## src/sv/srbe_pkg.sv

```systemverilog
// Shared types, constants and elaboration-time functions of the sensor ring bearing estimator.
package srbe_pkg;

   localparam int LIMIT_BITS    = 10;
   localparam int SENSOR_BITS   = 5;
   localparam int CSR_DATA_BITS = 10;
   localparam int CSR_INDEX_BITS = 2;
   localparam int BEARING_BITS  = 15;
   localparam int TRIG_STEPS    = 24;

   localparam logic [CSR_INDEX_BITS-1:0] CSR_LOW_LIMIT      = 2'd0;
   localparam logic [CSR_INDEX_BITS-1:0] CSR_HIGH_LIMIT     = 2'd1;
   localparam logic [CSR_INDEX_BITS-1:0] CSR_PATCH_ENABLE   = 2'd2;
   localparam logic [CSR_INDEX_BITS-1:0] CSR_PATCHED_SENSOR = 2'd3;

   localparam logic [LIMIT_BITS-1:0]  LOW_LIMIT_RESET      = 10'd5;
   localparam logic [LIMIT_BITS-1:0]  HIGH_LIMIT_RESET     = 10'd1020;
   localparam logic                   PATCH_ENABLE_RESET   = 1'b1;
   localparam logic [SENSOR_BITS-1:0] PATCHED_SENSOR_RESET = 5'd15;

   localparam logic [31:0] HALF_TURN    = 32'h8000_0000;
   localparam logic [31:0] QUARTER_TURN = 32'h4000_0000;
   localparam longint      GAIN_Q30     = 64'sd652032874;

   localparam logic [31:0] ATAN_TURN [TRIG_STEPS] = '{
      32'd536870912, 32'd316933406, 32'd167458907, 32'd85004756, 32'd42667331,
      32'd21354465,  32'd10679838,  32'd5340245,   32'd2670163,  32'd1335087,
      32'd667544,    32'd333772,    32'd166886,    32'd83443,    32'd41722,
      32'd20861,     32'd10430,     32'd5215,      32'd2608,     32'd1304,
      32'd652,       32'd326,       32'd163,       32'd81
   };

   typedef struct packed {
      logic [LIMIT_BITS-1:0]  low_limit;
      logic [LIMIT_BITS-1:0]  high_limit;
      logic                   patch_enable;
      logic [SENSOR_BITS-1:0] patched_sensor;
   } cfg_type;

   typedef struct packed {
      logic valid;
      logic bank;
   } scan_job_type;

   typedef struct packed {
      logic signed [63:0] c;
      logic signed [63:0] s;
   } trig_pair_type;

   // Rotation CORDIC in Q30, rounded half up to frac fraction bits.
   function automatic trig_pair_type sensor_trig(logic [31:0] ang, int frac);
      trig_pair_type res;
      logic [31:0]   a;
      logic          flip;
      longint        x;
      longint        y;
      longint        z;
      longint        dx;
      longint        dy;
      int            sh;
      a    = ang;
      flip = 1'b0;
      x    = GAIN_Q30;
      y    = 0;
      sh   = 30 - frac;
      if (a >= QUARTER_TURN && a < 32'hC000_0000) begin
         a    = a - HALF_TURN;
         flip = 1'b1;
      end
      z = longint'($signed(a));
      for (int i = 0; i < TRIG_STEPS; i++) begin
         dx = y >>> i;
         dy = x >>> i;
         if (z >= 0) begin
            x = x - dx;
            y = y + dy;
            z = z - longint'({32'd0, ATAN_TURN[i]});
         end else begin
            x = x + dx;
            y = y - dy;
            z = z + longint'({32'd0, ATAN_TURN[i]});
         end
      end
      if (flip) begin
         x = -x;
         y = -y;
      end
      res.c = (x + (64'sd1 <<< (sh - 1))) >>> sh;
      res.s = (y + (64'sd1 <<< (sh - 1))) >>> sh;
      return res;
   endfunction

endpackage

```

## src/sv/srbe_ram.sv

```systemverilog
// Generic single-port-write, single-port-read RAM with registered read data.
module srbe_ram #(
   parameter int WIDTH = 10,
   parameter int DEPTH = 32,
   localparam int ADDR_W = $clog2(DEPTH)
) (
   input  logic              clock,
   input  logic              wr_en,
   input  logic [ADDR_W-1:0] wr_addr,
   input  logic [WIDTH-1:0]  wr_data,
   input  logic [ADDR_W-1:0] rd_addr,
   output logic [WIDTH-1:0]  rd_data
);

   logic [WIDTH-1:0] mem_ff [DEPTH];
   logic [WIDTH-1:0] rd_data_ff;

   always_ff @(posedge clock) begin
      if (wr_en) begin
         mem_ff[wr_addr] <= wr_data;
      end
      rd_data_ff <= mem_ff[rd_addr];
   end

   assign rd_data = rd_data_ff;

endmodule

```

## src/sv/srbe_front.sv

```systemverilog
// Front end: counts readings of a scan into a capture bank and posts completed scans.
module srbe_front #(
   parameter int NUM_SENSORS = 24,
   parameter int SAMPLE_BITS = 10,
   localparam int IDX_W = $clog2(NUM_SENSORS)
) (
   input  logic                     clock,
   input  logic                     reset,
   input  logic                     accept,
   input  logic [SAMPLE_BITS-1:0]   sample,
   input  logic                     start_of_scan,
   output logic                     cap_wr_en,
   output logic [IDX_W:0]           cap_wr_addr,
   output logic [SAMPLE_BITS-1:0]   cap_wr_data,
   output srbe_pkg::scan_job_type   job
);

   localparam logic [IDX_W-1:0] LAST = IDX_W'(NUM_SENSORS - 1);

   logic [IDX_W-1:0] count_ff;
   logic [IDX_W-1:0] count_in;
   logic             bank_ff;
   logic             bank_in;
   logic [IDX_W-1:0] idx;
   logic             last;

   // A start mark restarts the count at sensor 0.
   assign idx  = start_of_scan ? '0 : count_ff;
   assign last = (idx == LAST);

   assign cap_wr_en   = accept;
   assign cap_wr_addr = {bank_ff, idx};
   assign cap_wr_data = sample;

   assign job.valid = accept && last;
   assign job.bank  = bank_ff;

   always_comb begin
      count_in = count_ff;
      bank_in  = bank_ff;
      if (accept) begin
         if (last) begin
            count_in = '0;
            bank_in  = ~bank_ff;
         end else begin
            count_in = idx + 1'b1;
         end
      end
   end

   always_ff @(posedge clock) begin
      if (reset) begin
         count_ff <= '0;
         bank_ff  <= 1'b0;
      end else begin
         count_ff <= count_in;
         bank_ff  <= bank_in;
      end
   end

endmodule

```

## src/sv/srbe_queue.sv

```systemverilog
// One-slot queue of completed scans between front and back.
module srbe_queue (
   input  logic                   clock,
   input  logic                   reset,
   input  srbe_pkg::scan_job_type push_job,
   input  logic                   pop,
   output srbe_pkg::scan_job_type head,
   output logic                   full
);

   logic valid_ff;
   logic valid_in;
   logic bank_ff;

   always_comb begin
      valid_in = valid_ff;
      if (pop) begin
         valid_in = 1'b0;
      end
      if (push_job.valid) begin
         valid_in = 1'b1;
      end
   end

   always_ff @(posedge clock) begin
      if (reset) begin
         valid_ff <= 1'b0;
      end else begin
         valid_ff <= valid_in;
      end
      if (push_job.valid) begin
         bank_ff <= push_job.bank;
      end
   end

   assign head.valid = valid_ff;
   assign head.bank  = bank_ff;
   assign full       = valid_ff;

endmodule

```

## src/sv/srbe_back.sv

```systemverilog
// Back end: copies a scan, repairs it, sums weighted vectors and runs the atan2 CORDIC.
module srbe_back #(
   parameter int NUM_SENSORS       = 24,
   parameter int SAMPLE_BITS       = 10,
   parameter int TRIG_FRAC_BITS    = 14,
   parameter int CORDIC_ITERATIONS = 16,
   parameter int ANGLE_FRAC_BITS   = 6,
   localparam int IDX_W = $clog2(NUM_SENSORS)
) (
   input  logic                                clock,
   input  logic                                reset,
   input  srbe_pkg::cfg_type                   cfg,
   input  srbe_pkg::scan_job_type              job,
   output logic                                pop,
   output logic [IDX_W:0]                      cap_rd_addr,
   input  logic [SAMPLE_BITS-1:0]              cap_rd_data,
   output logic                                rsp_valid,
   output logic [srbe_pkg::BEARING_BITS-1:0]   rsp_bearing,
   output logic                                rsp_vector_zero
);

   localparam int TW       = TRIG_FRAC_BITS + 2;
   localparam int PROD_W   = SAMPLE_BITS + 1 + TW;
   localparam int SUM_W    = PROD_W + IDX_W;
   localparam int NORM_MAG = (SUM_W - 1 > 41) ? SUM_W - 1 : 41;
   localparam int CW       = NORM_MAG + 3;
   localparam int IT_W     = $clog2(CORDIC_ITERATIONS);
   localparam int CMP_W    = (SAMPLE_BITS > srbe_pkg::LIMIT_BITS) ?
                             SAMPLE_BITS : srbe_pkg::LIMIT_BITS;
   localparam int FULL_W   = $clog2((360 << ANGLE_FRAC_BITS) + 1);
   localparam int MUL_W    = 32 + FULL_W;

   localparam logic [IDX_W-1:0]     LAST     = IDX_W'(NUM_SENSORS - 1);
   localparam logic [IDX_W:0]       COUNT_N  = (IDX_W + 1)'(NUM_SENSORS);
   localparam logic [IT_W-1:0]      IT_LAST  = IT_W'(CORDIC_ITERATIONS - 1);
   localparam logic signed [CW-1:0] NORM_LIM = CW'(64'sd1 <<< 40);
   localparam logic signed [CW-1:0] NORM_NEG = -NORM_LIM;
   localparam logic [FULL_W-1:0]    FULL     = FULL_W'(360 << ANGLE_FRAC_BITS);
   localparam logic [srbe_pkg::BEARING_BITS-1:0] ZERO_BEARING =
      srbe_pkg::BEARING_BITS'(180 << ANGLE_FRAC_BITS);

   typedef enum logic [4:0] {
      S_IDLE, S_COPY, S_RD_CUR, S_RD_LEFT, S_RD_RIGHT, S_FIX,
      S_P_LEFT, S_P_RIGHT, S_P_FIX, S_SUM_RD, S_SUM_MUL, S_SUM_ACC,
      S_CHECK, S_NORM, S_ITER, S_SCALE, S_ROUND
   } state_type;

   state_type state_ff;

   logic [IDX_W-1:0]          idx_ff;
   logic [IDX_W:0]            cnt_ff;
   logic                      bank_ff;
   logic [SAMPLE_BITS-1:0]    v_ff;
   logic [SAMPLE_BITS-1:0]    l_ff;
   logic signed [PROD_W-1:0]  px_ff;
   logic signed [PROD_W-1:0]  py_ff;
   logic signed [SUM_W-1:0]   sx_ff;
   logic signed [SUM_W-1:0]   sy_ff;
   logic signed [CW-1:0]      xs_ff;
   logic signed [CW-1:0]      ys_ff;
   logic [31:0]               z_ff;
   logic [IT_W-1:0]           it_ff;
   logic [MUL_W-1:0]          mul_ff;
   logic                      rsp_valid_ff;
   logic [srbe_pkg::BEARING_BITS-1:0] rsp_bearing_ff;
   logic                      rsp_zero_ff;

   logic signed [TW-1:0] cos_tab [NUM_SENSORS];
   logic signed [TW-1:0] sin_tab [NUM_SENSORS];

   for (genvar g = 0; g < NUM_SENSORS; g++) begin : g_trig
      localparam logic [31:0] ANG = 32'((64'(g) << 32) / NUM_SENSORS);
      localparam srbe_pkg::trig_pair_type TP =
         srbe_pkg::sensor_trig(ANG, TRIG_FRAC_BITS);
      assign cos_tab[g] = TW'(TP.c);
      assign sin_tab[g] = TW'(TP.s);
   end

   function automatic logic [IDX_W-1:0] left_of(logic [IDX_W-1:0] i);
      return (i == '0) ? LAST : i - 1'b1;
   endfunction

   function automatic logic [IDX_W-1:0] right_of(logic [IDX_W-1:0] i);
      return (i == LAST) ? '0 : i + 1'b1;
   endfunction

   logic                   wk_wr_en;
   logic [IDX_W-1:0]       wk_wr_addr;
   logic [SAMPLE_BITS-1:0] wk_wr_data;
   logic [IDX_W-1:0]       wk_rd_addr;
   logic [SAMPLE_BITS-1:0] wk_rd_data;

   srbe_ram #(
      .WIDTH (SAMPLE_BITS),
      .DEPTH (NUM_SENSORS)
   ) u_work_ram (
      .clock   (clock),
      .wr_en   (wk_wr_en),
      .wr_addr (wk_wr_addr),
      .wr_data (wk_wr_data),
      .rd_addr (wk_rd_addr),
      .rd_data (wk_rd_data)
   );

   logic [IDX_W:0]         cnt_m1;
   logic [SAMPLE_BITS:0]   pair_sum;
   logic [SAMPLE_BITS-1:0] mean;
   logic                   invalid;
   logic                   patch_on;
   logic [IDX_W-1:0]       p_idx;
   logic signed [CW-1:0]   sx_ext;
   logic signed [CW-1:0]   sy_ext;
   logic signed [CW-1:0]   dx;
   logic signed [CW-1:0]   dy;
   logic [31:0]            z_half;
   logic [MUL_W-1:0]       rnd;
   logic [FULL_W-1:0]      braw;

   assign cnt_m1   = cnt_ff - 1'b1;
   assign pair_sum = {1'b0, l_ff} + {1'b0, wk_rd_data};
   assign mean     = pair_sum[SAMPLE_BITS:1];
   assign invalid  = (CMP_W'(v_ff) > CMP_W'(cfg.high_limit)) ||
                     (CMP_W'(v_ff) < CMP_W'(cfg.low_limit));
   assign patch_on = cfg.patch_enable && (cfg.patched_sensor < NUM_SENSORS);
   assign p_idx    = IDX_W'(cfg.patched_sensor);
   assign sx_ext   = CW'(sx_ff);
   assign sy_ext   = CW'(sy_ff);
   assign dx       = ys_ff >>> it_ff;
   assign dy       = xs_ff >>> it_ff;
   // Turn half a turn, wrapping on the full circle.
   assign z_half   = z_ff + srbe_pkg::HALF_TURN;
   assign rnd      = mul_ff + MUL_W'(srbe_pkg::HALF_TURN);
   assign braw     = rnd[MUL_W-1:32];

   assign pop         = (state_ff == S_IDLE) && job.valid;
   assign cap_rd_addr = {bank_ff, cnt_ff[IDX_W-1:0]};

   always_comb begin
      wk_wr_en   = 1'b0;
      wk_wr_addr = idx_ff;
      wk_wr_data = mean;
      wk_rd_addr = idx_ff;
      unique case (state_ff)
         S_COPY: begin
            wk_wr_en   = (cnt_ff != '0);
            wk_wr_addr = cnt_m1[IDX_W-1:0];
            wk_wr_data = cap_rd_data;
         end
         S_RD_LEFT:  wk_rd_addr = left_of(idx_ff);
         S_RD_RIGHT: wk_rd_addr = right_of(idx_ff);
         S_FIX:      wk_wr_en   = invalid;
         S_P_LEFT:   wk_rd_addr = left_of(p_idx);
         S_P_RIGHT:  wk_rd_addr = right_of(p_idx);
         S_P_FIX: begin
            wk_wr_en   = 1'b1;
            wk_wr_addr = p_idx;
         end
         default: begin
         end
      endcase
   end

   always_ff @(posedge clock) begin
      if (reset) begin
         state_ff     <= S_IDLE;
         rsp_valid_ff <= 1'b0;
      end else begin
         rsp_valid_ff <= 1'b0;
         unique case (state_ff)
            S_IDLE: begin
               if (job.valid) begin
                  bank_ff  <= job.bank;
                  cnt_ff   <= '0;
                  state_ff <= S_COPY;
               end
            end
            S_COPY: begin
               cnt_ff <= cnt_ff + 1'b1;
               if (cnt_ff == COUNT_N) begin
                  idx_ff   <= '0;
                  state_ff <= S_RD_CUR;
               end
            end
            S_RD_CUR:   state_ff <= S_RD_LEFT;
            S_RD_LEFT: begin
               v_ff     <= wk_rd_data;
               state_ff <= S_RD_RIGHT;
            end
            S_RD_RIGHT: begin
               l_ff     <= wk_rd_data;
               state_ff <= S_FIX;
            end
            S_FIX, S_P_FIX: begin
               if (state_ff == S_FIX && patch_on) begin
                  state_ff <= S_P_LEFT;
               end else if (idx_ff == LAST) begin
                  idx_ff   <= '0;
                  sx_ff    <= '0;
                  sy_ff    <= '0;
                  state_ff <= S_SUM_RD;
               end else begin
                  idx_ff   <= idx_ff + 1'b1;
                  state_ff <= S_RD_CUR;
               end
            end
            S_P_LEFT:   state_ff <= S_P_RIGHT;
            S_P_RIGHT: begin
               l_ff     <= wk_rd_data;
               state_ff <= S_P_FIX;
            end
            S_SUM_RD:   state_ff <= S_SUM_MUL;
            S_SUM_MUL: begin
               px_ff    <= PROD_W'($signed({1'b0, wk_rd_data})) * PROD_W'(cos_tab[idx_ff]);
               py_ff    <= PROD_W'($signed({1'b0, wk_rd_data})) * PROD_W'(sin_tab[idx_ff]);
               state_ff <= S_SUM_ACC;
            end
            S_SUM_ACC: begin
               sx_ff <= sx_ff + SUM_W'(px_ff);
               sy_ff <= sy_ff + SUM_W'(py_ff);
               if (idx_ff == LAST) begin
                  state_ff <= S_CHECK;
               end else begin
                  idx_ff   <= idx_ff + 1'b1;
                  state_ff <= S_SUM_RD;
               end
            end
            S_CHECK: begin
               if (sx_ff == '0 && sy_ff == '0) begin
                  rsp_valid_ff   <= 1'b1;
                  rsp_bearing_ff <= ZERO_BEARING;
                  rsp_zero_ff    <= 1'b1;
                  state_ff       <= S_IDLE;
               end else begin
                  // Fold the left half plane onto the right one.
                  if (sx_ff < 0) begin
                     xs_ff <= -sx_ext;
                     ys_ff <= -sy_ext;
                     z_ff  <= srbe_pkg::HALF_TURN;
                  end else begin
                     xs_ff <= sx_ext;
                     ys_ff <= sy_ext;
                     z_ff  <= '0;
                  end
                  state_ff <= S_NORM;
               end
            end
            S_NORM: begin
               if (xs_ff < NORM_LIM && xs_ff > NORM_NEG &&
                   ys_ff < NORM_LIM && ys_ff > NORM_NEG) begin
                  xs_ff <= xs_ff <<< 1;
                  ys_ff <= ys_ff <<< 1;
               end else begin
                  it_ff    <= '0;
                  state_ff <= S_ITER;
               end
            end
            S_ITER: begin
               if (ys_ff > 0) begin
                  xs_ff <= xs_ff + dx;
                  ys_ff <= ys_ff - dy;
                  z_ff  <= z_ff + srbe_pkg::ATAN_TURN[5'(it_ff)];
               end else begin
                  xs_ff <= xs_ff - dx;
                  ys_ff <= ys_ff + dy;
                  z_ff  <= z_ff - srbe_pkg::ATAN_TURN[5'(it_ff)];
               end
               it_ff <= it_ff + 1'b1;
               if (it_ff == IT_LAST) begin
                  state_ff <= S_SCALE;
               end
            end
            S_SCALE: begin
               mul_ff   <= MUL_W'(z_half) * MUL_W'(FULL);
               state_ff <= S_ROUND;
            end
            S_ROUND: begin
               rsp_valid_ff   <= 1'b1;
               rsp_bearing_ff <= srbe_pkg::BEARING_BITS'((braw == '0) ? FULL : braw);
               rsp_zero_ff    <= 1'b0;
               state_ff       <= S_IDLE;
            end
            default: state_ff <= S_IDLE;
         endcase
      end
   end

   assign rsp_valid       = rsp_valid_ff;
   assign rsp_bearing     = rsp_bearing_ff;
   assign rsp_vector_zero = rsp_zero_ff;

endmodule

```

## src/sv/sensor_ring_bearing_estimator.sv

```systemverilog
// Top level of the sensor ring bearing estimator: registers, capture RAM, front, queue, back.
//
//  channel  | ports                                   | handshake
//  ---------+-----------------------------------------+---------------------------------
//  request  | req_sample, req_start_of_scan           | taken when start=1 and busy=0
//  response | rsp_bearing, rsp_vector_zero            | rsp_valid strobe, one cycle
//  csr      | csr_index, csr_write_data               | written when csr_write_enable=1
//
// Readings are taken one per cycle while busy is low, into one of two capture banks; a
// completed scan is a transaction handed through a one-slot queue to the back end. busy is
// high while the slot is occupied, i.e. while both banks belong to the back end. Per scan
// the back end copies the scan into its work RAM, repairs each sensor (and, with the patch
// on, the patched sensor after each), sums weighted vectors, normalises, rotates in
// CORDIC_ITERATIONS steps, scales and rounds, paced by its single work-RAM read port.
// Synchronous reset clears counters, queue slot and strobe; no memory is cleared.
// The response side cannot stall: each result is shown for exactly one cycle.
module sensor_ring_bearing_estimator #(
   parameter int NUM_SENSORS       = 24,
   parameter int SAMPLE_BITS       = 10,
   parameter int TRIG_FRAC_BITS    = 14,
   parameter int CORDIC_ITERATIONS = 16,
   parameter int ANGLE_FRAC_BITS   = 6
) (
   input  logic                                  clock,
   input  logic                                  reset,
   input  logic                                  start,
   output logic                                  busy,
   input  logic [SAMPLE_BITS-1:0]                req_sample,
   input  logic                                  req_start_of_scan,
   output logic                                  rsp_valid,
   output logic [srbe_pkg::BEARING_BITS-1:0]     rsp_bearing,
   output logic                                  rsp_vector_zero,
   input  logic                                  csr_write_enable,
   input  logic [srbe_pkg::CSR_INDEX_BITS-1:0]   csr_index,
   input  logic [srbe_pkg::CSR_DATA_BITS-1:0]    csr_write_data
);

   localparam int IDX_W = $clog2(NUM_SENSORS);

   srbe_pkg::cfg_type      cfg_ff;
   srbe_pkg::cfg_type      cfg_in;
   srbe_pkg::scan_job_type push_job;
   srbe_pkg::scan_job_type head_job;

   logic                   accept;
   logic                   pop;
   logic                   cap_wr_en;
   logic [IDX_W:0]         cap_wr_addr;
   logic [SAMPLE_BITS-1:0] cap_wr_data;
   logic [IDX_W:0]         cap_rd_addr;
   logic [SAMPLE_BITS-1:0] cap_rd_data;

   // Accept a reading when start is high and a capture bank is free.
   assign accept = start && !busy;

   // Register writes; every index value names one of the four registers.
   always_comb begin
      cfg_in = cfg_ff;
      if (csr_write_enable) begin
         unique case (csr_index)
            srbe_pkg::CSR_LOW_LIMIT:      cfg_in.low_limit      = csr_write_data;
            srbe_pkg::CSR_HIGH_LIMIT:     cfg_in.high_limit     = csr_write_data;
            srbe_pkg::CSR_PATCH_ENABLE:   cfg_in.patch_enable   = csr_write_data[0];
            srbe_pkg::CSR_PATCHED_SENSOR: cfg_in.patched_sensor =
               csr_write_data[srbe_pkg::SENSOR_BITS-1:0];
            default: begin
            end
         endcase
      end
   end

   always_ff @(posedge clock) begin
      if (reset) begin
         cfg_ff.low_limit      <= srbe_pkg::LOW_LIMIT_RESET;
         cfg_ff.high_limit     <= srbe_pkg::HIGH_LIMIT_RESET;
         cfg_ff.patch_enable   <= srbe_pkg::PATCH_ENABLE_RESET;
         cfg_ff.patched_sensor <= srbe_pkg::PATCHED_SENSOR_RESET;
      end else begin
         cfg_ff <= cfg_in;
      end
   end

   // Two banks, addressed by {bank, sensor}.
   srbe_ram #(
      .WIDTH (SAMPLE_BITS),
      .DEPTH (2 << IDX_W)
   ) u_capture_ram (
      .clock   (clock),
      .wr_en   (cap_wr_en),
      .wr_addr (cap_wr_addr),
      .wr_data (cap_wr_data),
      .rd_addr (cap_rd_addr),
      .rd_data (cap_rd_data)
   );

   srbe_front #(
      .NUM_SENSORS (NUM_SENSORS),
      .SAMPLE_BITS (SAMPLE_BITS)
   ) u_front (
      .clock         (clock),
      .reset         (reset),
      .accept        (accept),
      .sample        (req_sample),
      .start_of_scan (req_start_of_scan),
      .cap_wr_en     (cap_wr_en),
      .cap_wr_addr   (cap_wr_addr),
      .cap_wr_data   (cap_wr_data),
      .job           (push_job)
   );

   srbe_queue u_queue (
      .clock    (clock),
      .reset    (reset),
      .push_job (push_job),
      .pop      (pop),
      .head     (head_job),
      .full     (busy)
   );

   srbe_back #(
      .NUM_SENSORS       (NUM_SENSORS),
      .SAMPLE_BITS       (SAMPLE_BITS),
      .TRIG_FRAC_BITS    (TRIG_FRAC_BITS),
      .CORDIC_ITERATIONS (CORDIC_ITERATIONS),
      .ANGLE_FRAC_BITS   (ANGLE_FRAC_BITS)
   ) u_back (
      .clock           (clock),
      .reset           (reset),
      .cfg             (cfg_ff),
      .job             (head_job),
      .pop             (pop),
      .cap_rd_addr     (cap_rd_addr),
      .cap_rd_data     (cap_rd_data),
      .rsp_valid       (rsp_valid),
      .rsp_bearing     (rsp_bearing),
      .rsp_vector_zero (rsp_vector_zero)
   );

endmodule

```

## config.mk

```make
export PLATFORM = sky130hd
export DESIGN_NAME = sensor_ring_bearing_estimator
export DESIGN_NICKNAME = d
export VERILOG_FILES = /design/src/sv/srbe_pkg.sv /design/src/sv/srbe_ram.sv /design/src/sv/srbe_front.sv /design/src/sv/srbe_queue.sv /design/src/sv/srbe_back.sv /design/src/sv/sensor_ring_bearing_estimator.sv
export SDC_FILE = /design/constraint.sdc
export NUM_CORES = 2
export LEC_CHECK = 0
export BUFFER_PORTS_ARGS = -buffer_cell sky130_fd_sc_hd__buf_2
export CAP_MARGIN = 15
export CORE_ASPECT_RATIO = 1.75
export CORE_MARGIN = 3
export CORE_UTILIZATION = 30
export DETAILED_ROUTE_END_ITERATION = 16
export GPL_ROUTABILITY_DRIVEN = 0
export GPL_TIMING_DRIVEN = 0
export SYNTH_ARGS = -nofsm -noshare
export SYNTH_HDL_FRONTEND = slang
export SYNTH_HIERARCHICAL = 1
export SYNTH_SLANG_ARGS = --single-unit
```

## constraint.sdc

```tcl
create_clock -name clock -period 7 [get_ports clock]
set_input_delay 0 -clock clock [delete_from_list [all_inputs] [get_ports clock]]
set_output_delay 0 -clock clock [all_outputs]
set_load 0.05 [all_outputs]
```

==> impl_metrics.env <==
export IMPL_rr_startpoint="u_back/u_work_ram/rd_data[2]"
export IMPL_cts_sinks=1246
export IMPL_cp_slowest_cell="dfxtp_1"
export IMPL_synth_edf_count=1187
export IMPL_h_tree_depth=3
export IMPL_core_sq_um=278000
export IMPL_synthArstFlopShare_pct=0
export IMPL_initial_core_util_pct=30.2
export IMPL_io_buffer_count=33
export IMPL_hold_slack_ns=0.0974
export IMPL_cp_arrival_ns=7.52
export IMPL_nNetsFinal=8398
export IMPL_dr_max_layer_used="met5"
export IMPL_grt_pass1_wl_mm=417
export IMPL_top_level_ports=45
export IMPL_antenna_found_initial=23
export IMPL_antenna_left=0
export IMPL_fp_dieW_um=406
export IMPL_cts_tree="done"
export IMPL_ys_ff_latch=1246
export IMPL_die_h_um=706
export IMPL_synth_flop_cell="edfxtp_1"
export IMPL_synth_top_cell_by_area="edfxtp_1"
export IMPL_ff2ff_path_depth=20
export IMPL_synth_area_top_cells="edfxtp_1 (42%), fa_1 (8.4%), mux4_2 (6.5%)"
export IMPL_n_fill_cell=27100
export IMPL_dr_wl_met3_mm=21.6
export IMPL_synth_seq_area_share_pct=43.9
export IMPL_synthesis_area_sq_um=83900
export IMPL_vias=62400
export IMPL_powerDensity_nw_per_um2=279
export IMPL_m1WireLength_mm=88.7
export IMPL_cp_num_cells=20
export IMPL_yosysWarnings=6
export IMPL_cp_common_cell="fa_2"
export IMPL_die_area_sq_um=286000
export IMPL_firstDrtPassIters=12
export IMPL_rsz0062_at_grt="yes"
export IMPL_failed_checks="negative setup slack"
export IMPL_end_kind="register"
export IMPL_netlist_area_leader_share_pct=42.5
export IMPL_crit_path_end="u_back/px_ff[25]"
export IMPL_viasPerCell=5.51
export IMPL_critPathKind="reg -> reg"
export IMPL_syn_area_per_cell_sq_um=11.6
export IMPL_path_cells="clkbuf_1 > nand2_1 > fa_1 > fa_1 > inv_1 > fa_2 > fa_2 > inv_2 > fa_2 > inv_2 > ha_4 > a21oi_4 > o211ai_1 > o41a_1 > and4_4 > o31a_1 > and4_1 > o31a_1 > nor2_1 > xnor2_1"
export IMPL_dr_wl_met2_mm=143
export IMPL_worst_path_largest_cell_delay_ns=0.76
export IMPL_clkTransAtPathRegs_ns=0.07
export IMPL_syn_inst=7210
export IMPL_ys_types=115
export IMPL_p_leak_nw=36.6
export IMPL_slew_violations=0
export IMPL_crit_path_start_kind="register"
export IMPL_cp_top_family="adder cells"
export IMPL_relSlewSlack_pct=16.6
export IMPL_dpl_hpwl_mm=206
export IMPL_hold_viol=0
export IMPL_rows=256
export IMPL_peakVddDrop_uv=339
export IMPL_fmax_ghz=0.142
export IMPL_worst_slew_pin_slew_ns=1.24
export IMPL_drive_above_1_share_pct=15.9
export IMPL_status="finished with violations"
export IMPL_avgRoutedWirePerCell_um=25.0
export IMPL_synth_nets=8015
export IMPL_crit_path_max_fanout=10
export IMPL_first_global_vias=64400
export IMPL_worstHoldPathType="in -> reg"
export IMPL_cts_buffer_depth=3
export IMPL_cp_required_ns=7.47
export IMPL_cts_buffers_inserted=121
export IMPL_area_growth_pct=15.8
export IMPL_finalSetupViolCount=2
export IMPL_setup_slack_ns=-0.0486
export IMPL_finalCritPeriodShare_pct=101
export IMPL_clock_skew_ns=0.120
export IMPL_yosysMostFrequentCell="edfxtp_1"
export IMPL_root_buffer="clkbuf_16"
export IMPL_grt_start_max_net_pins=65
export IMPL_min_from="csr_write_data[8]"
export IMPL_overflow=0
export IMPL_crit_start="u_back/u_work_ram/rd_data[2]"
export IMPL_drt_initial_drc_count=5555
export IMPL_worst_r2r_endpoint="u_back/px_ff[25]"
export IMPL_maxCapViolCount=0
export IMPL_finalSetupTns_ns=-0.0613
export IMPL_drc_errors=0
export IMPL_synth_common_cells="edfxtp_1 (1187), inv_1 (671), nor2_1 (518)"
export IMPL_insertion_delay_ns=0.83
export IMPL_layout_min_cycle_time_ns=7.05
export IMPL_finalWirelength_mm=284
export IMPL_critical_path_buf_inv_count=4
export IMPL_globalRouteTotalUtil_pct=19.6
export IMPL_rrSetupSlack_ns=-0.05
## routing by layer
metal  track usage [%]  vias to the layer above
li1                  -                    27100
met1              18.9                    30800
met2              34.8                     3077
met3              5.63                     1405
met4              15.6                       12
met5                 0                        -
## sequential cells by signal, summed over array words and instances, names as in the netlist, 6 cells and up
| name | cells |
|---|---|
| u_back/sx_ff | 32 |
| u_back/mul_ff | 16 |
| u_back/px_ff | 27 |
| u_back/u_work_ram/mem_ff | 240 |
| u_back/v_ff | 10 |
| u_capture_ram/mem_ff | 640 |
| u_back/py_ff | 27 |
| u_back/rsp_bearing | 15 |
| u_back/z_ff | 32 |
| u_back/l_ff | 10 |
| u_back/sy_ff | 32 |
| u_back/cnt_ff | 6 |
| u_capture_ram/rd_data | 10 |
| u_back/u_work_ram/rd_data | 10 |
| u_back/ys_ff | 44 |
| u_back/xs_ff | 44 |
| cfg_ff | 26 |
## per-stage QoR
step | setup slack [ns] | util (%) | cell area (sq um) | power (W) | std cells
after floorplan | -0.104 | - | 84000 | 0.0166 | 7210
after global placement | -3.41 | 31.9 | 88700 | 0.0187 | 10900
after detailed placement | -3.01 | 32.1 | 89300 | 0.0190 | 10900
after CTS | -0.0704 | 34.2 | 95100 | 0.0263 | 11200
after global routing | -0.221 | 34.9 | 97100 | 0.0290 | 11300
final | -0.0486 | 35.0 | 97200 | 0.0272 | 11300
## how the worst min path moves through the flow
stage                     slack, ns      endpoint  cells past startpoint
after floorplan                0.06  u_queue/full                      1
after global placement         0.28    cfg_ff[22]                      3
after detailed placement       0.29    cfg_ff[24]                      3
after CTS                      0.06     cfg_ff[6]                      4
after global routing           0.09    cfg_ff[10]                      4
final                           0.1    cfg_ff[14]                      4
## cell usage in the layout (no fill, tap or decap), drive strengths merged, types with 51 or more instances in the layout
master / netlist / layout
a211oi: 54 / 54
a21o: 105 / 105
a21oi: 349 / 349
a22oi: 76 / 76
a31oi: 68 / 69
and2: 153 / 153
buf: 153 / 390
clkbuf: 183 / 321
clkinv: 2 / 52
dfxtp: 59 / 59
edfxtp: 1187 / 1187
fa: 353 / 353
ha: 425 / 425
inv: 672 / 682
mux2: 75 / 75
mux2i: 230 / 230
mux4: 260 / 260
nand2: 477 / 477
nand2b: 109 / 109
nand3: 121 / 121
nor2: 518 / 518
nor2b: 88 / 88
nor3: 88 / 88
o21ai: 325 / 325
o31ai: 51 / 51
xnor2: 242 / 242
xor2: 155 / 155
## repair_timing
| item | CTS | global route |
|---|---|---|
| pin swaps | 38 | 122 |
| cloned | 0 | 2 |
| setup buffers | 56 | 89 |
| setup endpoints to repair | 146 | 74 |
| hold buffers | 36 | 0 |
| gates resized for setup | 244 | 286 |
| endpoints found under the hold margin | 674 | 0 |
## worst register-to-register path: stages, from the launching register on
cell and delay (ns):
dfxtp_1 0.76, clkbuf_1 0.72, nand2_1 0.36, fa_1 0.65, fa_1 0.43, inv_1 0.08, fa_2 0.45, fa_2 0.55
inv_2 0.04, fa_2 0.58, inv_2 0.06, ha_4 0.17, a21oi_4 0.14, o211ai_1 0.15, o41a_1 0.45, and4_4 0.18
o31a_1 0.31, and4_1 0.24, o31a_1 0.25, nor2_1 0.13, xnor2_1 0.08
## cell families after synthesis
family,Yosys count,synth area share (%)
AND/OR/NAND/NOR,1827,10.7
AO/OA/AOI/OAI,1387,10.8
flip-flops,1246,43.9
buffers and inverters,1010,4.98
adder cells (fa/ha/maj),778,14.8
multiplexers,565,10.8
XOR/XNOR,397,4.14
## area by class of cell
class,count,area (sq um),area share (%)
flip-flops and latches,1246,36800,37.9
clock buffers,154,3210,3.31
multi-input cells,4955,44500,45.8
inverters,674,2560,2.63
diodes,28,70.1,0.0721
well taps,3612,4520,4.65
clock inverters,77,877,0.902
repair buffers,267,2560,2.64
plain buffers,327,2040,2.10
repair inverters,1,8.76,0.00901
## report_power, final
part | switching [W] | internal, W
Combinational | 0.00638 | 0.00510
Clock | 0.00304 | 0.00367
Sequential | 0.0000925 | 0.00888
Total | 0.00951 | 0.0176
Power figures use the tool's default switching activity.
